## config.mk

```make
export PLATFORM = sky130hd
export DESIGN_NAME = three_channel_interval_timer
export DESIGN_NICKNAME = d
export VERILOG_FILES = /design/src/design/tci_pkg.sv /design/src/design/tci_chan.sv /design/src/design/three_channel_interval_timer.sv
export SDC_FILE = /design/constraint.sdc
export NUM_CORES = 1
export LEC_CHECK = 0
export ABC_AREA = 1
export ABC_CLOCK_PERIOD_IN_PS = 3500
export BUFFER_PORTS_ARGS = -buffer_cell sky130_fd_sc_hd__buf_2
export CAP_MARGIN = 20
export CORE_MARGIN = 1
export CORE_UTILIZATION = 45
export DETAILED_ROUTE_END_ITERATION = 10
export GPL_TIMING_DRIVEN = 0
export SYNTH_ARGS = -nofsm -noshare
export SYNTH_HDL_FRONTEND = slang
export SYNTH_HIERARCHICAL = 1
export SYNTH_SLANG_ARGS = --single-unit
```

## constraint.sdc

```tcl
create_clock -name clock -period 3.5 [get_ports clock]
set_clock_uncertainty 0.2 [all_clocks]
set_input_delay 0.7 -clock clock [delete_from_list [all_inputs] [get_ports clock]]
set_output_delay 0.7 -clock clock [all_outputs]
set_load 0.01 [all_outputs]
```

## src/design/tci_pkg.sv

```systemverilog
`timescale 1ns / 1ps

package tci_pkg;

   localparam int CH_W = 2;

   localparam logic [1:0] MODE_LATCH = 2'd0;
   localparam logic [1:0] MODE_LOW   = 2'd1;
   localparam logic [1:0] MODE_HIGH  = 2'd2;
   localparam logic [1:0] MODE_BOTH  = 2'd3;

   // per channel command decoded from one item
   typedef struct packed {
      logic       tick;
      logic       latch;
      logic       ctrl;
      logic       wr;
      logic       rd;
      logic [7:0] data;
   } tci_op_type;

endpackage

```

## src/design/tci_chan.sv

```systemverilog
`timescale 1ns / 1ps

module tci_chan (
   input  logic               clock,
   input  logic               reset,
   input  tci_pkg::tci_op_type op,
   input  logic [15:0]        divide,
   output logic [7:0]         rd_byte,
   output logic               wrap
);

   logic [15:0] reload_ff,   reload_in;
   logic [7:0]  control_ff,  control_in;
   logic        wphase_ff,   wphase_in;
   logic        rphase_ff,   rphase_in;
   logic        held_ff,     held_in;
   logic [15:0] latched_ff,  latched_in;
   logic        running_ff,  running_in;
   logic [15:0] count_ff,    count_in;
   logic [15:0] prescale_ff, prescale_in;

   logic [1:0]  mode;
   logic [15:0] visible;
   logic [15:0] rd_value;
   logic [16:0] pre_next;
   logic        done;

   assign mode     = control_ff[5:4];
   assign visible  = running_ff ? count_ff : reload_ff;
   assign rd_value = held_ff ? latched_ff : visible;
   assign pre_next = {1'b0, prescale_ff} + 17'd1;

   always_comb begin
      reload_in   = reload_ff;
      control_in  = control_ff;
      wphase_in   = wphase_ff;
      rphase_in   = rphase_ff;
      held_in     = held_ff;
      latched_in  = latched_ff;
      running_in  = running_ff;
      count_in    = count_ff;
      prescale_in = prescale_ff;
      rd_byte     = 8'd0;
      wrap        = 1'b0;
      done        = 1'b0;

      if (op.tick) begin
         if (running_ff) begin
            if (pre_next < {1'b0, divide}) begin
               prescale_in = pre_next[15:0];
            end else begin
               prescale_in = 16'd0;
               if (count_ff == 16'd0) begin
                  count_in = reload_ff - 16'd1;
                  wrap     = 1'b1;
               end else begin
                  count_in = count_ff - 16'd1;
               end
            end
         end
      end else if (op.latch) begin
         latched_in = visible;
         held_in    = 1'b1;
         rphase_in  = 1'b0;
      end else if (op.ctrl) begin
         control_in = op.data;
         wphase_in  = 1'b0;
         rphase_in  = 1'b0;
         running_in = 1'b0;
      end else if (op.wr) begin
         // stored mode zero only occurs before any control write, acts as low then high
         priority if (mode == tci_pkg::MODE_LOW) begin
            reload_in = {reload_ff[15:8], op.data};
            done      = 1'b1;
         end else if (mode == tci_pkg::MODE_HIGH) begin
            reload_in = {op.data, reload_ff[7:0]};
            done      = 1'b1;
         end else if (!wphase_ff) begin
            reload_in = {reload_ff[15:8], op.data};
            wphase_in = 1'b1;
         end else begin
            reload_in = {op.data, reload_ff[7:0]};
            wphase_in = 1'b0;
            done      = 1'b1;
         end
         if (done) begin
            running_in  = 1'b1;
            count_in    = reload_in - 16'd1;
            prescale_in = 16'd0;
         end
      end else if (op.rd) begin
         priority if (mode == tci_pkg::MODE_LOW) begin
            held_in = 1'b0;
            rd_byte = rd_value[7:0];
         end else if (mode == tci_pkg::MODE_HIGH) begin
            held_in = 1'b0;
            rd_byte = rd_value[15:8];
         end else if (!rphase_ff) begin
            rphase_in = 1'b1;
            rd_byte   = rd_value[7:0];
         end else begin
            rphase_in = 1'b0;
            held_in   = 1'b0;
            rd_byte   = rd_value[15:8];
         end
      end
   end

   always_ff @(posedge clock) begin
      if (reset) begin
         reload_ff   <= 16'd0;
         control_ff  <= 8'd0;
         wphase_ff   <= 1'b0;
         rphase_ff   <= 1'b0;
         held_ff     <= 1'b0;
         latched_ff  <= 16'd0;
         running_ff  <= 1'b0;
         count_ff    <= 16'd0;
         prescale_ff <= 16'd0;
      end else begin
         reload_ff   <= reload_in;
         control_ff  <= control_in;
         wphase_ff   <= wphase_in;
         rphase_ff   <= rphase_in;
         held_ff     <= held_in;
         latched_ff  <= latched_in;
         running_ff  <= running_in;
         count_ff    <= count_in;
         prescale_ff <= prescale_in;
      end
   end

endmodule

```

## src/design/three_channel_interval_timer.sv

```systemverilog
`timescale 1ns / 1ps

// Three channel interval timer in the style of the classic 8253, driven by a
// stream of operations: clock tick, control write, counter write and counter
// read. Every item gives exactly one result item carrying the read byte (zero
// for anything but a read) and the channel 0 wrap flag. An item passes through
// an input register and then a result register before its result is
// presented, and one item is taken every clock while the result side keeps
// up. The prescaler divide value on the csr port is shared by all channels,
// a value of zero acts as one, and the user must write it only while the
// block has no items in flight; the block itself does not enforce this.
module three_channel_interval_timer #(
   parameter int CHANNELS = 3
) (
   input  logic        clock,
   input  logic        reset,

   input  logic        csr_valid,
   output logic        csr_ready,
   input  logic [15:0] csr_data,

   input  logic        req_tvalid,
   output logic        req_tready,
   input  logic [7:0]  req_tdata,   // data_byte[7:0]
   input  logic [3:0]  req_tuser,   // opcode[1:0], channel[3:2]

   output logic        rsp_tvalid,
   input  logic        rsp_tready,
   output logic [15:0] rsp_tdata    // rd_data[7:0], timer0_expired[8], zero[15:9]
);

   localparam logic [1:0] OP_TICK  = 2'd0;
   localparam logic [1:0] OP_CTRL  = 2'd1;
   localparam logic [1:0] OP_WRITE = 2'd2;
   localparam logic [1:0] OP_READ  = 2'd3;

   logic [15:0] divide_ff;

   logic        in_valid_ff;
   logic [1:0]  opcode_ff;
   logic [tci_pkg::CH_W-1:0] chan_ff;
   logic [7:0]  byte_ff;

   logic        rsp_valid_ff;
   logic [7:0]  rd_data_ff, rd_data_in;
   logic        expired_ff;

   logic        advance;
   logic        fire;
   logic [15:0] divide_eff;
   logic        expired_w;
   logic [7:0]  rd_byte_w [CHANNELS];
   tci_pkg::tci_op_type op_w [CHANNELS];

   assign csr_ready  = 1'b1;
   assign advance    = !rsp_valid_ff || rsp_tready;
   assign fire       = in_valid_ff && advance;
   assign req_tready = !in_valid_ff || advance;
   assign divide_eff = (divide_ff == 16'd0) ? 16'd1 : divide_ff;

   always_ff @(posedge clock) begin
      if (reset) begin
         divide_ff <= 16'd1;
      end else if (csr_valid && csr_ready) begin
         divide_ff <= csr_data;
      end
   end

   // input register
   always_ff @(posedge clock) begin
      if (reset) begin
         in_valid_ff <= 1'b0;
      end else if (req_tready) begin
         in_valid_ff <= req_tvalid;
      end
   end

   always_ff @(posedge clock) begin
      if (req_tready && req_tvalid) begin
         opcode_ff <= req_tuser[1:0];
         chan_ff   <= req_tuser[3:2];
         byte_ff   <= req_tdata;
      end
   end

   for (genvar k = 0; k < CHANNELS; k++) begin : g_chan
      logic sel_hit;
      logic chan_hit;

      assign sel_hit  = byte_ff[7:6] == tci_pkg::CH_W'(k);
      assign chan_hit = chan_ff == tci_pkg::CH_W'(k);

      always_comb begin
         op_w[k].tick  = fire && (opcode_ff == OP_TICK);
         op_w[k].latch = fire && (opcode_ff == OP_CTRL) && sel_hit
                         && (byte_ff[5:4] == tci_pkg::MODE_LATCH);
         op_w[k].ctrl  = fire && (opcode_ff == OP_CTRL) && sel_hit
                         && (byte_ff[5:4] != tci_pkg::MODE_LATCH);
         op_w[k].wr    = fire && (opcode_ff == OP_WRITE) && chan_hit;
         op_w[k].rd    = fire && (opcode_ff == OP_READ) && chan_hit;
         op_w[k].data  = byte_ff;
      end

      if (k == 0) begin : g_first
         tci_chan u_chan (
            .clock   (clock),
            .reset   (reset),
            .op      (op_w[k]),
            .divide  (divide_eff),
            .rd_byte (rd_byte_w[k]),
            .wrap    (expired_w)
         );
      end else begin : g_rest
         tci_chan u_chan (
            .clock   (clock),
            .reset   (reset),
            .op      (op_w[k]),
            .divide  (divide_eff),
            .rd_byte (rd_byte_w[k]),
            .wrap    ()
         );
      end
   end

   // only the addressed channel drives a nonzero byte
   always_comb begin
      rd_data_in = 8'd0;
      for (int i = 0; i < CHANNELS; i++) begin
         rd_data_in = rd_data_in | rd_byte_w[i];
      end
   end

   // result register
   always_ff @(posedge clock) begin
      if (reset) begin
         rsp_valid_ff <= 1'b0;
      end else if (advance) begin
         rsp_valid_ff <= in_valid_ff;
      end
   end

   always_ff @(posedge clock) begin
      if (fire) begin
         rd_data_ff <= rd_data_in;
         expired_ff <= expired_w;
      end
   end

   assign rsp_tvalid = rsp_valid_ff;
   assign rsp_tdata  = {7'd0, expired_ff, rd_data_ff};

endmodule
```

==> After elaboration in Yosys (flattened, before gate mapping) <==
Cells that the tools add are included.
W data, S select, Z words.
{ "classes": {"muxes": 185, "reduce_logical": 83, "eq_ne": 46, "n_addsub": 12, "bitwise_logic": 10, "order_cmp": 3} }
{ "ops": {"columns": ["op", "n"], "rows": [
  ["$mux W16", 73],
  ["$mux W8", 24],
  ["$sub A16 B1 Y16 const B", 9],
  ["$mux W1", 88],
  ["$logic_not A16 Y1", 4],
  ["$reduce_and A5 Y1", 12],
  ["$add A16 B1 Y17 const B", 3],
  ["$lt A17 B16 Y1", 3],
  ["$ne A2 B1 Y1 const B", 16],
  ["$reduce_bool A2 Y1", 16],
  ["$ne A3 B1 Y1 const B", 9],
  ["$reduce_and A4 Y1", 6],
  ["$logic_and A1 B1 Y1", 21],
  ["$reduce_and A6 Y1", 3],
  ["$ne A2 B2 Y1 const B", 8],
  ["$or A8 B8 Y8", 2],
  ["$eq A2 B2 Y1 const B", 7],
  ["$eq A2 B1 Y1 const B", 6],
  ["$reduce_bool A4 Y1", 3],
  ["$reduce_and A3 Y1", 3],
  ["$reduce_bool A3 Y1", 3],
  ["$logic_not A2 Y1", 4],
  ["$not A1 Y1", 8],
  ["$reduce_and A2 Y1", 3],
  ["3 further kinds", 5]
]} }
{ "totals": {"regBits": 261, "in_bits": 33, "elab_cells": 374, "output_inout_bits": 19} }

==> Longest topological paths before layout <==
{ "depth": {"depth_word": 15, "ltp_mapped": 21, "ltp_nobuf": 20} }

==> Hierarchy <==
The synthesis kept the hierarchy.
{ "by_module_without_submodules": {"columns": ["module", "seq_area_each_um2", "area_per_inst_um2", "n_inst", "cells_each"], "rows": [
  ["tci_chan at g_chan[2].g_rest.u_chan", 1401.3, 4978.5, 1, 778],
  ["tci_chan at g_chan[0].g_first.u_chan", 1401.3, 4854.7, 1, 748],
  ["tci_chan at g_chan[1].g_rest.u_chan", 1401.3, 4779.6, 1, 771],
  ["three_channel_interval_timer", 991.0, 1647.8, 1, 184]
]} }

==> Worst setup path after synthesis <==
Ideal clock, no wire load.
{ "synth_timing": {"path_kind": "in2reg", "from": "in rsp_tready", "to": "reg g_chan[1].g_rest.u_chan.count_ff[8]", "slack_ns": 0.355, "t_required_ns": 3.187, "cell_stages": 17, "n_path_buf": 2, "setup_time_ns": 0.113, "arrival_time_ns": 2.831, "cell_sequence": "inv_1 > a21oi_4 > nand2_1 > nor2_1 > buf_4 > inv_1 > buf_4 > nor2_1 > nand2_1 > o21ai_2 > ha_1 > nand2_1 > nor2_1 > nand2_1 > xor2_1 > nor2_1 > nor2_1"} }
{ "synth_rtl": {"columns": ["item", "line", "source"], "rows": [
  ["start, declared", "three_channel_interval_timer.sv:28", "input logic rsp_tready,"],
  ["end signal, assigned", "tci_chan.sv:128", "count_ff <= count_in;"],
  ["end, declared", "tci_chan.sv:19", "logic [15:0] count_ff, count_in;"]
]} }

==> metrics <==
WL per Instance 16.22 um; CP Capture Type flop; hold buffer count at cts 0; Worst VDD drop 436.6 uV; DRC Markers 0; TritonCTS Sinks 249; CTS clk-pin slew, worst paths 0.06 ns; CTS tree built; cell count after synthesis 2477; setup total negative slack 0 ns; number of global-route vias before repair 14990; Worst Path Max Fanout 10; layout cells sized above 1 10.83%; synthesized area per cell 6.557 um2; final hold viol count 0; Initial DRC Count 1334; CTS Buffer Depth 3; status completed; worst slew pin tran 0.8673 ns; Yosys warnings 6; HP Start req_tdata[6]; Req. time, crit path 3.76 ns; GPL Wtd Cong 0.8963; Antenna diodes 0; Num CTS Buffers 30; Final Cycle Share 94.60%; Leak Pwr 0.008409 uW; Finished Cell Area 18140 um2; Worst Hold Class in -> reg; DIE AREA 36850 um2; worst hold stages 1; H-tree Lvls 1; number of max-cap violations 0; Cell Area, Synth 16240 um2; Reg2Reg Setup Slack 0.19 ns; number of fill cells 3621; first-pass GRT wire length 78.41 mm; gr ovfl total 0; Tmin final 3.311 ns; reg2reg start byte_ff[4]; Final ANT Viol Nets 0; crit path DAT 3.57 ns; Max Clock Freq 302.0 MHz; Core Region 35570 um2; power consumption 6843 uW; Final Max Slew Viols 0; Startpoint Class flop; largest net degree at the start of global routing 16; antenna violations before repair 0; hold slack 0.1019 ns; sink of the worst hold path byte_ff[6]; PwrDens 377.2 nW/um2; Synth-to-Final Area Change 11.71%; Rows 69; drt pass-1 iters 6; nets 2652; Root Buffer clkbuf_16; final WL 49.42 mm; GRT Total Usage 26.75%; Cell Area, Placed 17060 um2; Initial Util 45.66%; Via Count 16380; Port Buffers 43; Max-slew headroom 42.18%; Vias/cell 5.374; crit path kind reg -> reg; Die Width 192.0 um; IO Pins 52; dpl hpwl 36.69 mm; die height 192.0 um; endpoints failing setup 0; worst r2r dst g_chan[2].g_rest.u_chan/reload_ff[9]; worst r2r path cells 11; Clk Latency, worst-skew pair 0.57 ns
-- placed cells by master, fill, tap and decap left out, types with 33 or more instances in the layout --
cell	instances
a211oi_1	50
inv_1	281
buf_2	62
o211ai_1	33
clkbuf_1	77
nor2_1	342
dfxtp_1	223
ha_1	55
o21ai_0	163
a21oi_1	176
nand2_2	37
nand2_1	519
nand3_1	172
-- critical path: stages (launching register included) --
cell      delay [ns]
edfxtp_1        0.75
nor2_1          0.38
inv_1           0.14
nor2_1          0.35
nor2_4          0.07
inv_2           0.11
nor2_4          0.05
nand2_2         0.17
clkinv_1        0.30
clkbuf_1        0.36
o211ai_1        0.26
inv_1           0.06
-- stage by stage --
step	utilization [%]	std cells	setup WS [ns]
floorplan	-	2483	0.3628
global placement	47.95	2987	-0.3636
detailed placement	47.95	2987	-0.4163
CTS	50.74	3043	0.04276
global route	51.01	3047	-0.03270
finish	51.01	3047	0.1891
-- how the worst max path moves through the flow --
stage | startpoint | to
after detailed placement | rsp_tready | g_chan[1].g_rest.u_chan/count_ff[8]
after floorplan | rsp_tready | g_chan[1].g_rest.u_chan/count_ff[8]
after global routing | g_chan[2].g_rest.u_chan/prescale_ff[4] | g_chan[2].g_rest.u_chan/count_ff[14]
after global placement | rsp_tready | g_chan[1].g_rest.u_chan/count_ff[8]
final | byte_ff[4] | g_chan[2].g_rest.u_chan/reload_ff[9]
after CTS | in_valid_ff | g_chan[1].g_rest.u_chan/count_ff[8]
-- metal layers --
metal | vias up | track usage, % | share of wire [%]
met4 | 0 | 7.480 | 2.7
met5 | - | 0 | 0
met2 | 456 | 44.33 | 46
met1 | 7631 | 36.29 | 46
li1 | 8209 | - | -
met3 | 80 | 3.380 | 5.7
-- repair_timing --
item                                    CTS  global route
endpoints found under the setup margin    0            79
gates resized for setup                   0            24
buffers inserted                          0             4
hold endpoints to repair                  0             0
-- flip-flops by register name, summed over array words and instances, names as in the netlist, 4 cells and up --
name and flops:
g_chan.g_rest.u_chan/latched_ff 32, g_chan.g_first.u_chan/count_ff 16, g_chan.g_rest.u_chan/control_ff 4, g_chan.g_rest.u_chan/prescale_ff 32, g_chan.g_rest.u_chan/count_ff 32, byte_ff 8
divide_ff 16, rd_data_ff 8, g_chan.g_first.u_chan/prescale_ff 16, g_chan.g_first.u_chan/latched_ff 16, g_chan.g_rest.u_chan/reload_ff 32, g_chan.g_first.u_chan/reload_ff 16
-- where the power goes --
| group | total, uW | switching, uW | internal, uW |
|---|---|---|---|
| logic | 698 | 471 | 227 |
| clock network | 3160 | 1280 | 1890 |
| registers | 2980 | 63.1 | 2920 |
| total | 6840 | 1810 | 5030 |
-- layout make-up --
class	count	area (um2)	share of cell area, %
tap	461	576.8	3.179
timing repair buffer	47	245.2	1.352
inverter	307	1152	6.352
buffer	131	706.9	3.897
clock buffer	39	835.8	4.607
clock inverter	17	156.4	0.8621
multi-input combinational	1796	9265	51.07
sequential	249	5204	28.68
Note: power is estimated with default switching activity, not from simulation.
